`config.mk`:
```
export PLATFORM = sky130hd
export DESIGN_NAME = bfsp_ram
export DESIGN_NICKNAME = d
export VERILOG_FILES = /design/src/rtl/bfsp_ram.sv
export SDC_FILE = /design/constraint.sdc
export NUM_CORES = 1
export LEC_CHECK = 0
export ABC_AREA = 0
export CAP_MARGIN = 20
export CORE_UTILIZATION = 48
export DETAILED_ROUTE_END_ITERATION = 10
export DONT_BUFFER_PORTS = 1
export HOLD_SLACK_MARGIN = 0.15
export PLACE_DENSITY = 0.63
export SYNTH_ARGS = -nofsm -noshare
export SYNTH_HDL_FRONTEND = slang
export SYNTH_SLANG_ARGS = --single-unit
```
`constraint.sdc`:
```
create_clock -name clk -period 2 [get_ports clk]
set_input_delay 0.2 -clock clk [delete_from_list [all_inputs] [get_ports clk]]
set_output_delay 0.2 -clock clk [all_outputs]
set_load 0.02 [all_outputs]
```
`src/rtl/bfsp_ram.sv`:
```
// generic simple dual-port ram with registered read
module bfsp_ram #(
  parameter int WIDTH = 8,
  parameter int DEPTH = 16,
  localparam int AW = (DEPTH > 1) ? $clog2(DEPTH) : 1
) (
  input  logic             clk,
  input  logic             wr_en,
  input  logic [AW-1:0]    wr_addr,
  input  logic [WIDTH-1:0] wr_data,
  input  logic             rd_en,
  input  logic [AW-1:0]    rd_addr,
  output logic [WIDTH-1:0] rd_data
);

  logic [WIDTH-1:0] mem [DEPTH];
  logic [WIDTH-1:0] rd_data_r;

  always_ff @(posedge clk) begin
    if (wr_en) begin
      mem[wr_addr] <= wr_data;
    end
    if (rd_en) begin
      rd_data_r <= mem[rd_addr];
    end
  end

  assign rd_data = rd_data_r;

endmodule

```
; ---- After elaboration in Yosys (flattened, before gate mapping)
; Memory sizes are Yosys's and may differ from the RTL's. A register that Yosys moved wholly into a read port is not among the register bits.
; Index checks and enable logic that the tools add are counted.
[totals]
latch_bits = 0
mem_bits_ro = 0
n_memories = 1
register_bits = 0
wordCells = 3
ramBits = 128
[classes]
mul = 0
shifts = 0
mux = 2
order_cmp = 0
addsub = 0
reduce_logical = 0
n_eq_ne = 0
div_mod_pow = 0
bitwise_logic = 0
[memory_table]
columns = name, words, word_bits, read_ports, rd_ports_with_merged_regs, wr, line_no
row1 = mem, 16, 8, 1, 1, 1, 16  ; logic [WIDTH-1:0] mem [DEPTH];
[op_table]
columns = operator, count
row1 = $mux W1, 2

; ---- Depth between registers and ports, before layout
[logic_depth]
depth_word = 2
ltp_mapped = 5
mapped_depth_nobuf = 3

; ---- Worst setup path before layout
; No wires, ideal clock.
[synth_timing]
path_type = input to register
start = in wr_addr[2]
end = mem mem[0][0], enable pin
setup_time_ns = 0.383
path_buffers = 0
slack_ns = 0.307
arrival_time_ns = 1.310
stages = 2
path_cell_list = or3b_2 > nor3_1
[synth_rtl]
columns = element, line_no
row1 = start: declaration, 9  ; input logic [AW-1:0] wr_addr,
row2 = end: declaration, 16
; No word-level cell before the write port.

==> impl_metrics.env <==
export IMPL_cp_top_family="buffers and inverters"
export IMPL_path_buf_inv=1
export IMPL_drt_wirelength_per_cell_um=23.95
export IMPL_timing_final_max_slew_violations=0
export IMPL_io_pin_count=27
export IMPL_drive_gt1_share_pct=24.56
export IMPL_grt_usage_pct=19.80
export IMPL_place_inst=373
export IMPL_cell_area_after_synthesis_um2=5228
export IMPL_mappedNetlistNets=248
export IMPL_maxClockFrequency_mhz=532.8
export IMPL_drcViolationCount=0
export IMPL_numPortBuffers=0
export IMPL_utilization_pct=59.66
export IMPL_sum_of_negative_setup_slack_ns=0
export IMPL_r2r_slack_ns=0.12
export IMPL_rsz_0062_raised_after_global_routing="no"
export IMPL_detail_route_first_pass_iterations=4
export IMPL_synth_top_area_share_pct=78.12
export IMPL_power_density_nw_per_um2=1074
export IMPL_finalNonFillerCells=421
export IMPL_layout_min_cycle_time_ns=1.877
export IMPL_clock_pin_slew_on_the_worst_setup_and_hold_paths_ns=0.06
export IMPL_synth_warn=0
export IMPL_design_core_area_um2=10460
export IMPL_crit_path_max_fanout=1
export IMPL_tritoncts="done"
export IMPL_cts_root_buf="clkbuf_8"
export IMPL_clock_tree_htree_level_count=4
export IMPL_synth_seq_cells=136
export IMPL_share_comb_of_total_power_pct=4.0
export IMPL_cp_required_ns=2.27
export IMPL_crit_slowest_cell="dlygate4sd3_1"
export IMPL_cts_buffers_inserted=17
export IMPL_synthTopCellsByArea="edfxtp_1 78%, mux4_2 7.8%, mux4_1 7.0%"
export IMPL_fin_nets=291
export IMPL_final_critical_path_share_of_the_clock_period_pct=93.84
export IMPL_pwr_share_clk_pct=47.5
export IMPL_syn_instance_count=229
export IMPL_route_final_wire_length_um=10090
export IMPL_hold_viol_final=0
export IMPL_status="finished, final reports clean"
export IMPL_relSlewSlack_pct=63.11
export IMPL_synthTopCellsByCount="136 x edfxtp_1, 18 x mux4_2, 16 x a22oi_1"
export IMPL_synth_enable_flop_cells=136
export IMPL_worst_clock_skew_ns=0.008170
export IMPL_critPathArrivalTime_ns=2.14
export IMPL_total_number_of_placement_rows=37
export IMPL_p_sw_mw=1.333
export IMPL_cellLeakagePower_nw=2.078
export IMPL_cts_resized_gates=0
export IMPL_holdCritPathClass="input port to flip-flop"
export IMPL_final_critical_path_setup_slack_ns=0.1231
export IMPL_die_x_um=106.4
export IMPL_synth_most_common_cell="edfxtp_1"
export IMPL_pre_cts_ws_ns=0.5004
export IMPL_hold_path_depth=3
export IMPL_die_height_um=106.4
export IMPL_place_hpwl_um=5794
export IMPL_worst_pin_slew_ns=0.5515
export IMPL_wire_length_of_the_first_global_routing_pass_um=15120
export IMPL_design_area_um2=6242
export IMPL_drt_iter0_drc=141
export IMPL_area_delta_synth_final_pct=19.41
export IMPL_r2r_cells=4
export IMPL_clock_sink_count=136
export IMPL_timing_critical_path_slowest_cell_delay_ns=0.58
export IMPL_power_report_internal_total_mw=5.371
export IMPL_endpoint_kind="flip-flop"
export IMPL_drt_antenna_violating_nets=0
export IMPL_worstPathCellList="mux4_2 -> dlygate4sd3_1 -> a22oi_1 -> nand2_1"
export IMPL_fp_dieArea_um2=11310
export IMPL_vias=2438
export IMPL_setup_violations=0
export IMPL_netlist_top_cell_by_area="edfxtp_1"
export IMPL_cp_num_cells=4
export IMPL_critPathKind="flip-flop to flip-flop"
export IMPL_initial_antenna_violation_count=0
export IMPL_grt_max_degree=30
export IMPL_synthDistinctLibCells=18
export IMPL_p_total_mw=6.704
export IMPL_routabilityCongestion=0.6753
export IMPL_hold_ws_ns=0.1565
export IMPL_grt_remaining_overflow=0
export IMPL_power_switching_share_pct=19.88
export IMPL_syn_area_per_cell_um2=22.83
export IMPL_initial_utilization_pct=49.96
export IMPL_clockBufferDepth=2
export IMPL_power_ir_vdd_worst_uv=464.8
export IMPL_ys_async_sr_fraction_pct=0
export IMPL_place_area_um2=5446
export IMPL_fillerInstances=750
export IMPL_synth_sequential_area_ratio_pct=78.12
export IMPL_max_cap_check_violation_count=0
export IMPL_worst_skew_pair_late_latency_ns=0.52
export IMPL_seq_power_share_pct=48.5
export IMPL_ys_dominant_reg_cell="edfxtp_1"
export IMPL_diodes=0
export IMPL_grt_pass1_vias=2545
export IMPL_detail_route_vias_per_cell=5.791
export IMPL_cp_start_kind="flip-flop"
registers in the layout, summed over array words and instances (netlist names):
name	cells
rd_data	8
mem	128
final timing paths:
check                  start         end
setup reg to reg  mem[15][4]  rd_data[4]
hold reg to reg   mem[12][3]  rd_data[3]
hold / removal    rd_addr[1]  rd_data[0]
setup / recovery  mem[15][4]  rd_data[4]
what timing repair did:
action                    in CTS  in global routing
hold endpoints to repair     176                  0
hold buffers                  16                  0
buffers inserted               0                  0
power by group through the flow:
stage                     Sequential [mW]  Combinational [mW]  Clock [mW]
after floorplan                      3.30               0.162           0
after global placement               3.31               0.173           0
after detailed placement             3.31               0.176           0
after CTS                            3.25               0.271        3.23
after global routing                 3.26               0.289        3.35
final                                3.25               0.267        3.19
worst reg2reg max path, cell delays in order, from the launching register on:
cell           delay, ns
edfxtp_1            0.35
mux4_2              0.46
dlygate4sd3_1       0.58
a22oi_1             0.17
nand2_1             0.07
layer usage:
metal	GRT usage, %	vias up	wire length (µm)
li1	-	1071	-
met1	25.29	1268	4247
met2	31.63	85	4998
met3	5.579	14	622
met4	9.028	0	216
met5	0	-	0
area by class of cell:
class,instances,area [µm²],share of cell area (%)
sequential,136,4084,65.42
tap,136,170.2,2.726
multi-input combinational,83,1057,16.94
clock buffer,18,417.9,6.695
clock inverter,14,197.7,3.167
timing repair buffer,34,315.3,5.051
cell usage in the layout, fill, tap and decap left out, drive strengths merged:
cell         instances
clkbuf              18
edfxtp             136
or3b                 1
dlygate4sd3         14
clkinv               6
and2b                1
nand3                1
a22oi               16
and2                 1
nand3b               2
clkinvlp             2
nor3                 4
nor2                13
inv                  2
mux4                32
bufinv               4
nand2                9
nor2b                1
buf                 20
nand2b               2
logic make-up (layout without fill, tap and decap cells):
logic type      count (synthesis)  after routing  synth area share (%)
compound gates                 16             16                 2.298
buf+inv                        10             66                 1.651
mux                            32             32                 14.79
simple gates                   35             35                 3.136
flops                         136            136                 78.12
Power figures use the tool's default switching activity.
