**src/rtl/bfsp_pkg.sv**
```systemverilog
// shared widths, register map and defaults for the shortest-path block
package bfsp_pkg;

  localparam int DIST_W     = 22;
  localparam int VIDX_W     = 6;
  localparam int WFIELD_W   = 16;
  localparam int VCOUNT_W   = 7;
  localparam int CFG_ADDR_W = 3;
  localparam int CFG_DATA_W = 32;
  localparam int IN_DATA_W  = 32;
  localparam int OUT_DATA_W = 32;

  localparam int DEF_MAX_VERTICES = 64;
  localparam int DEF_MAX_EDGES    = 1024;
  localparam int DEF_WEIGHT_BITS  = 16;

  // register index, taken from paddr[2]
  localparam logic REG_VERTEX_COUNT  = 1'b0;
  localparam logic REG_SOURCE_VERTEX = 1'b1;

  localparam logic [VCOUNT_W-1:0] VCOUNT_RESET = 7'd64;
  localparam logic [VIDX_W-1:0]   SOURCE_RESET = 6'd0;

endpackage

```
**src/rtl/bfsp_relax.sv**
```systemverilog
// shared relaxation unit: candidate sum, compare against target and saturation
module bfsp_relax #(
  parameter int WEIGHT_BITS = bfsp_pkg::DEF_WEIGHT_BITS
) (
  input  logic                                clk,
  input  logic                                sum_en,
  input  logic signed [bfsp_pkg::DIST_W-1:0]  dist_in,
  input  logic signed [WEIGHT_BITS-1:0]       wt_in,
  output logic                                less,
  output logic signed [bfsp_pkg::DIST_W-1:0]  cand_sat
);
  import bfsp_pkg::*;

  localparam int SUM_W = ((DIST_W > WEIGHT_BITS) ? DIST_W : WEIGHT_BITS) + 1;

  logic signed [SUM_W-1:0]    cand_r;
  logic signed [SUM_W-1:0]    cand_nxt;
  logic signed [SUM_W-1:0]    dist_ext;
  logic [SUM_W-DIST_W:0]      hi_bits;
  logic                       fits;

  assign dist_ext = SUM_W'(dist_in);
  assign cand_nxt = dist_ext + SUM_W'(wt_in);

  always_ff @(posedge clk) begin
    if (sum_en) begin
      cand_r <= cand_nxt;
    end
  end

  // exact compare, before saturation
  assign less = cand_r < dist_ext;

  assign hi_bits = cand_r[SUM_W-1:DIST_W-1];
  assign fits    = (&hi_bits) | (~|hi_bits);

  always_comb begin
    if (fits) begin
      cand_sat = cand_r[DIST_W-1:0];
    end else if (cand_r[SUM_W-1]) begin
      cand_sat = {1'b1, {(DIST_W-1){1'b0}}};
    end else begin
      cand_sat = {1'b0, {(DIST_W-1){1'b1}}};
    end
  end

endmodule

```
**config.mk**
```make
export PLATFORM = sky130hd
export DESIGN_NAME = bfsp_relax
export DESIGN_NICKNAME = d
export VERILOG_FILES = /design/src/rtl/bfsp_pkg.sv /design/src/rtl/bfsp_relax.sv
export SDC_FILE = /design/constraint.sdc
export NUM_CORES = 1
export LEC_CHECK = 0
export ABC_AREA = 1
export BUFFER_PORTS_ARGS = -buffer_cell sky130_fd_sc_hd__buf_2
export CORE_MARGIN = 5
export CORE_UTILIZATION = 45
export CTS_CLUSTER_SIZE = 12
export DETAILED_ROUTE_END_ITERATION = 7
export PLACE_DENSITY_LB_ADDON = 0.25
export SLEW_MARGIN = 20
export SYNTH_ARGS = -nofsm -noshare
export SYNTH_HDL_FRONTEND = slang
export SYNTH_SLANG_ARGS = --single-unit
export TNS_END_PERCENT = 100
```
**constraint.sdc**
```tcl
create_clock -name clk -period 1.7 [get_ports clk]
set_clock_uncertainty 0.1 [all_clocks]
set_input_delay 0.085 -clock clk [delete_from_list [all_inputs] [get_ports clk]]
set_output_delay 0.085 -clock clk [all_outputs]
set_load 0.05 [all_outputs]
```
### After elaboration in Yosys (flattened, before gate mapping)

Cells that the tools add are included.

| storage, ports and cells | value |
|---|---|
| output and inout port bits | 23 |
| bits of input ports | 40 |
| register bits | 23 |

| operators by class | value |
|---|---|
| bitwise logic cells | 1 |
| reduce and logical (&&, ||, !) cells | 3 |
| muxes and demuxes | 2 |
| add/sub/neg operators | 1 |
| magnitude comparators | 1 |

Operator list:

| operator | number |
|---|---|
| $mux 22 | 2 |
| $add 22x16->23 | 1 |
| $lt 23x22->1 | 1 |
| $reduce_and 2->1 | 1 |
| $reduce_or 2->1 | 1 |
| $logic_not 1->1 | 1 |
| $or 1x1->1 | 1 |

### Logic depth before layout (Yosys ltp)

Gate-level depths: netlist of the first run.

| logic depth | value |
|---|---|
| word-level depth | 4 |
| mapped depth | 12 |

### Worst setup path after synthesis of the first run

Ideal clock, no wire load.

| timing path | value |
|---|---|
| kind | register -> output |
| start | register cand_r[22] |
| end | output port less |
| path slack | -0.099 ns |
| cell stages (with the launch flop) | 10 |
| buffers on the path | 0 |
| arrival | 1.614 ns |
| cell sequence | edfxtp_1 ha_1 nand2_1 nor2_1 nand2_1 nor2_1 nand2_1 nand3_1 nand2_1 nand2_1 |

| between the ends | value |
|---|---|
| longest elaborated chain between the ends | 1 |

RTL lines:

| element | line | text |
|---|---|---|
| start: declaration | bfsp_relax.sv:16 | `logic signed [SUM_W-1:0] cand_r;` |
| start signal: assignment | bfsp_relax.sv:27 | `cand_r <= cand_nxt;` |
| $lt 23x22->1 | bfsp_relax.sv:32 | `assign less = cand_r < dist_ext;` |
| end: declaration | bfsp_relax.sv:9 | `output logic less,` |

Every way passes these cells.

### Worst setup path after layout of the first run

| timing path | value |
|---|---|
| start | register cand_r[6] |
| end | output port less |

The elaborated chain is that of the path after synthesis.

==> results.ini, run 1 <==
[placement]
place_ws_ns = -0.184
numPortBuffers = 62
postPlaceCellArea_mm2 = 0.00387
place.detailed.hpwl_mm = 7.13
place_congestion = 0.935

[status]
failed_checks = negative setup slack
status = finished, violations left

[yosys]
synth_edf_count = 23
syn_avg_cell_area_um2 = 6.11
synth.net_count = 599
netlist_instances = 512
synth_seq_cells = 23
synth_seq_area_share_pct = 22.1
synthTopCellsByCount = 220 x nand2_1, 109 x inv_1, 46 x ha_1
yosysMostFrequentCell = nand2_1
synth_top_area_cell = nand2_1
synth_top_area_share_pct = 26.4
synthTopCellsByArea = nand2_1 26%, edfxtp_1 22%, ha_1 18%, inv_1 13%, nand3_1 4.3%
ys_types = 22
syn_area_mm2 = 0.00313
synthArstFlopShare_pct = 0
ys.flop_type = edfxtp_1
synth_warnings = 0

[hold_path]
hp-start = wt_in[0]
hold_end = cand_r[0]
min_path_cells = 2
hold_path_class = in -> reg

[floorplanning]
die_y_um = 93.4
fp.dieArea_mm2 = 0.00872
die_w_um = 93.4
rows = 30
design.core.area_mm2 = 0.00679
initial_core_util_pct = 46.1
ios = 63

[final_layout]
reg_top3 = cand_r: 23 flops
drive_gt1_share_pct = 28.7
top_register = cand_r
final_area_mm2 = 0.00449
diodes = 0
largest_reg_flops = 23
area_delta_synth_final_pct = 43.4
nets = 719

[routing]
vias_per_cell = 4.72
wl_per_cell_um = 13.0
drt_iter0_drc = 126
dr.pass1.iters = 4
ant_nets = 0
drt-total-wl_mm = 9.45
via_count = 3429
drc_errors = 0

[critical_path]
slowest_delay_ns = 0.42
path_cells = ha_1 > nand2_2 > inv_1 > a21oi_1 > nand2_1 > nand2_1 > nand3_1 > nand2_1 > nand2_2 > buf_8
cp_common_cell = nand2_1
cp.required_ns = 1.51
cp-startpoint = cand_r[6]
cpMaxStageDelayCell = edfxtp_1
critPathLaunchType = flip-flop
crit_fanout = 2
arrival_ns = 1.87
end_kind = primary output
crit_type = reg -> out

[job]
maxCapViolations = 0

[grt]
use_met2_pct = 37.4
grt_pass1_vias = 3334
grtUsageTotal_pct = 21.0
top_usage_layer = met2
grt_util_met3_pct = 0.805
antenna_found_initial = 0
grt_pass1_wl_mm = 14.7
globalRouteOverflowTotal = 0
grt_max_degree = 24
grt_util_met1_pct = 26.8

[clock_tree]
numCtsBuffers = 3
htree_levels = 1
clk_path_buf_depth = 2
root_buffer = clkbuf_8
clk_pin_slew_worst_paths_ns = 0.09
cts_tree = yes
cts.sinks = 23
cts.hold.buffers_added = 0

[sta]
post-route-period-util_pct = 121
rsz0062_at_grt = true
relSlewSlack_pct = 64.0
finalHoldViolCount = 0
worst_slack_ns = -0.351
finalSetupViolations = 23
maxSlewViolCount = 0
period_needed_ns = 2.05
max_freq_mhz = 488
worst_pin_slew_ns = 0.539

[pwr]
p_leak_nw = 2.63
ir_drop_v = 0.000366
powerDensity_mw_per_mm2 = 883

-- kinds of logic after synthesis --
family,count (synthesis),share of synthesized area (%)
AND/OR/NAND/NOR,297,38.7
AO/OA/AOI/OAI,20,3.40
buffers and inverters,114,13.7
adder cells (fa/ha/maj),47,19.0
flip-flops,23,22.1
XOR/XNOR,11,3.08
-- power breakdown --
group	total [mW]	internal [mW]	switching, mW
registers	0.800	0.743	0.0579
logic	2.81	1.16	1.65
clock network	0.351	0.164	0.188
-- cell usage in the layout (no fill, tap or decap), types with 2 or more instances in the layout --
| cell type | count |
|---|---|
| a21oi_1 | 16 |
| a21oi_2 | 3 |
| buf_2 | 39 |
| buf_4 | 51 |
| buf_6 | 6 |
| buf_8 | 18 |
| clkbuf_8 | 3 |
| edfxtp_1 | 23 |
| ha_1 | 40 |
| ha_4 | 6 |
| inv_1 | 108 |
| inv_2 | 2 |
| nand2_1 | 191 |
| nand2_2 | 28 |
| nand2_4 | 8 |
| nand3_1 | 26 |
| nand4_1 | 5 |
| nor2_1 | 25 |
| nor2_2 | 4 |
| nor2_4 | 3 |
| nor3_1 | 2 |
| or2_4 | 4 |
| xor2_1 | 10 |
-- stage by stage --
step / std cells / util (%) / total power [mW] / hold slack [ns] / setup TNS (ns)
detailed placement: 709 / 57.0 / 2.82 / 0.276 / -1.23
CTS: 720 / 63.3 / 3.74 / 0.00718 / -3.65
global route: 727 / 66.1 / 4.20 / 0.00376 / -7.43
finish: 727 / 66.1 / 3.97 / 0.000107 / -6.20
global placement: 709 / 57.0 / 2.79 / 0.272 / -0.592
floorplan: 512 / - / 2.22 / 0.0975 / -1.28
-- cell type report --
class / instances / area [µm²]
clock buffer: 3 / 41.3
fill: 586 / 2310
clock inverter: 1 / 5.00
tap: 96 / 120
inverter: 110 / 413
multi-input combinational: 378 / 2250
sequential: 23 / 691
timing repair buffer: 116 / 963
-- layer usage --
| metal | vias up | share of wire, % |
|---|---|---|
| met5 | - | 0 |
| met4 | 0 | 2.4 |
| met3 | 16 | 3.5 |
| met2 | 73 | 49 |
| met1 | 1533 | 45 |
| li1 | 1807 | - |
-- how the worst max path moves through the flow --
stage | to | cells past startpoint
2_1_floorplan | cand_sat[10] | 4
3_3_place_gp | cand_r[16] | 12
3_5_place_dp | cand_r[16] | 12
4_1_cts | less | 10
5_1_grt | less | 10
6_report | less | 10
-- critical path, delay by kind of cell, from the launching register on --
family | cells | cell delay [ns]
simple gates | 6 | 0.51
flops | 1 | 0.42
fa+ha+maj | 1 | 0.33
buf+inv | 2 | 0.18
compound gates | 1 | 0.14
-- timing repair --
action | CTS | global route
cloned | 4 | 0
gates resized for setup | 94 | 30
endpoints found under the setup margin | 23 | 26
buffers inserted | 3 | 7
pin swaps | 10 | 11
Power figures use the tool's default switching activity.
==> run 2, diff against run 1 <==
- ABC_AREA: 1 -> default
- clock period: 1.7 -> 2.45 ns (I/O delays scaled with it)
==> run 2 against run 1 <==
The run now ends clean. Final area is 31% lower. Core utilization is 10 points lower. Flip-flop and latch count stayed put. Global-route usage is 3.1 points lower. Area after synthesis is 17% lower. Wire length is 31% lower. Critical path type unchanged. Largest power group unchanged.
==> results.ini, run 2 <==
[status]
status = completed  ; was finished, violations left

[routing]
ant_nets = 0  ; unchanged
drc_errors = 0  ; unchanged
vias_per_cell = 5.48  ; was 4.72
via_count = 2395  ; was 3429
wl_per_cell_um = 15.0  ; was 13.0 µm
drt-total-wl_mm = 6.53  ; was 9.45 mm
drt_iter0_drc = 68  ; was 126
dr.pass1.iters = 4  ; unchanged

[final_layout]
diodes = 0  ; unchanged
reg_top3 = cand_r: 23 flops  ; unchanged
largest_reg_flops = 23  ; unchanged
fin_cells = 437  ; was 727
top_register = cand_r  ; unchanged
drive_gt1_share_pct = 22.2  ; was 28.7%
final_area_mm2 = 0.00308  ; was 0.00449 mm²
layout_commonest_cell = buf_2  ; was nand2_1
layout_common_cells = 61 x buf_2, 45 x ha_1, 34 x inv_1  ; was 191 x nand2_1, 108 x inv_1, 51 x buf_4
final_core_util_pct = 55.7  ; was 66.1%
nets = 453  ; was 719
area_delta_synth_final_pct = 18.8  ; was 43.4%

[yosys]
synthTopCellsByCount = 46 x ha_1, 34 x inv_1, 32 x a21oi_1  ; was 220 x nand2_1, 109 x inv_1, 46 x ha_1
syn_avg_cell_area_um2 = 8.65  ; was 6.11 µm²
synth_top_area_share_pct = 26.6  ; was 26.4%
synth_top_area_cell = edfxtp_1  ; was nand2_1
synth_warnings = 0  ; unchanged
synth_seq_cells = 23  ; unchanged
yosysMostFrequentCell = ha_1  ; was nand2_1
ys_types = 44  ; was 22
synth_edf_count = 23  ; unchanged
synth.net_count = 387  ; was 599
syn_area_mm2 = 0.00260  ; was 0.00313 mm²
ys.flop_type = edfxtp_1  ; unchanged
synth_seq_area_share_pct = 26.6  ; was 22.1%
synthTopCellsByArea = edfxtp_1 27%, ha_1 22%, a21o_1 8.1%, a21oi_1 6.2%, inv_1 4.9%  ; was nand2_1 26%, edfxtp_1 22%, ha_1 18%, inv_1 13%, nand3_1 4.3%
netlist_instances = 300  ; was 512
synthArstFlopShare_pct = 0  ; unchanged

[clock_tree]
cts_tree = yes  ; unchanged
numCtsBuffers = 3  ; unchanged
clk_pin_slew_worst_paths_ns = 0.09  ; about the same
clk_path_buf_depth = 2  ; unchanged
root_buffer = clkbuf_8  ; unchanged
cts.hold.buffers_added = 0  ; unchanged
cts_setup_buffers = 0  ; was 3
cts.sinks = 23  ; unchanged
htree_levels = 1  ; unchanged

[floorplanning]
die_y_um = 86.0  ; was 93.4 µm
die_w_um = 86.0  ; was 93.4 µm
design.core.area_mm2 = 0.00554  ; was 0.00679 mm²
ios = 63  ; unchanged
fp.dieArea_mm2 = 0.00739  ; was 0.00872 mm²
rows = 27  ; was 30
initial_core_util_pct = 46.9  ; was 46.1%

[critical_path]
critPathLaunchType = flip-flop  ; unchanged
cp.required_ns = 2.23  ; was 1.51 ns
arrival_ns = 2.16  ; was 1.87 ns
crit_type = reg -> out  ; unchanged
end_kind = primary output  ; unchanged
crit_fanout = 2  ; unchanged

[sta]
fin_tns_setup_ns = 0  ; was -6.20 ns
max_freq_mhz = 420
maxSlewViolCount = 0  ; unchanged
rsz0062_at_grt = false  ; was true
finalSetupViolations = 0  ; was 23
period_needed_ns = 2.38
worst_pin_slew_ns = 0.536  ; was 0.539 ns
worst_slack_ns = 0.0713  ; was -0.351 ns
relSlewSlack_pct = 63.4  ; was 64.0%
finalHoldViolCount = 0  ; unchanged
post-route-period-util_pct = 97.1
hold_ws_ns = 0.0406  ; was 0.000107 ns

[grt]
antenna_found_initial = 0  ; unchanged
grt_pass1_wl_mm = 10.8  ; was 14.7 mm
grt_max_degree = 24  ; unchanged
grtUsageTotal_pct = 17.9  ; was 21.0%
globalRouteOverflowTotal = 0  ; unchanged
grt_pass1_vias = 2381  ; was 3334

[pwr]
ir_drop_v = 0.000373  ; was 0.000366 V
p_leak_nw = 1.57  ; was 2.63 nW
powerDensity_mw_per_mm2 = 678  ; was 883 mW/mm²
power_mw = 2.09  ; was 3.97 mW

[placement]
place.detailed.hpwl_mm = 5.36  ; was 7.13 mm
numPortBuffers = 62  ; unchanged
post-place-cells = 433  ; was 709
place_ws_ns = -0.0233  ; was -0.184 ns
postPlaceCellArea_mm2 = 0.00302  ; was 0.00387 mm²
place_congestion = 0.853  ; was 0.935

[hold_path]
hp-start = wt_in[0]  ; unchanged
min_path_cells = 2  ; unchanged
hold_path_class = in -> reg  ; unchanged
hold_end = cand_r[0]  ; unchanged

[job]
maxCapViolations = 0  ; unchanged

[run 2: power breakdown]
part | switching (mW) | internal, mW
clock | 0.139 | 0.114
sequential | 0.0409 | 0.521
combinational | 0.870 | 0.409
[run 2: worst max path at each step]
| stage | startpoint | slack, ns | cells after the start | to |
|---|---|---|---|---|
| floorplan | cand_r[4] | 0.11 | 7 | less |
| global placement | dist_in[0] | 0.03 | 10 | cand_r[20] |
| detailed placement | dist_in[0] | -0.02 | 10 | cand_r[20] |
| CTS | cand_r[4] | 0.01 | 8 | less |
| global route | cand_r[4] | 0.004 | 8 | less |
| finish | cand_r[4] | 0.07 | 8 | less |
[run 2: what timing repair did]
item                       in CTS  in global routing
hold endpoints to repair        0                  0
setup endpoints to repair       1                  1
gates resized for setup         4                  1
pin swaps                       2                  1
[run 2: layer usage]
layer / vias up / wire length [µm] / track usage, %
li1: 1225 / - / -
met1: 1100 / 3060 / 24.6
met2: 65 / 3100 / 30.3
met3: 5 / 324 / 1.34
met4: 0 / 46 / 4.89
met5: - / 0 / 0
[run 2: kinds of logic (layout without fill, tap and decap cells)]
family,Yosys count,after routing,synth area share [%]
AO/OA/AOI/OAI,102,102,25.5
XOR/XNOR,17,17,5.73
adder cells (fa/ha/maj),47,47,22.9
buffers and inverters,44,109,6.65
flip-flops,23,23,26.6
multiplexers,1,1,0.386
AND/OR/NAND/NOR,66,66,12.1
[run 2: area by class of cell]
type | count | area (µm²)
clock buffer | 3 | 41.3
multi-input combinational | 233 | 1750
tap | 72 | 90.1
inverter | 34 | 128
fill | 551 | 2460
sequential | 23 | 691
timing repair buffer | 71 | 380
clock inverter | 1 | 5.00
[run 2: critical path, cell delays in order, from the launching register on]
cell and delay [ns]:
edfxtp_1 0.45, ha_4 0.25, a21o_1 0.17, a211oi_1 0.21, o21ai_1 0.14, a21oi_2 0.17, o21ai_1 0.11, a21oi_1 0.17
buf_4 0.22
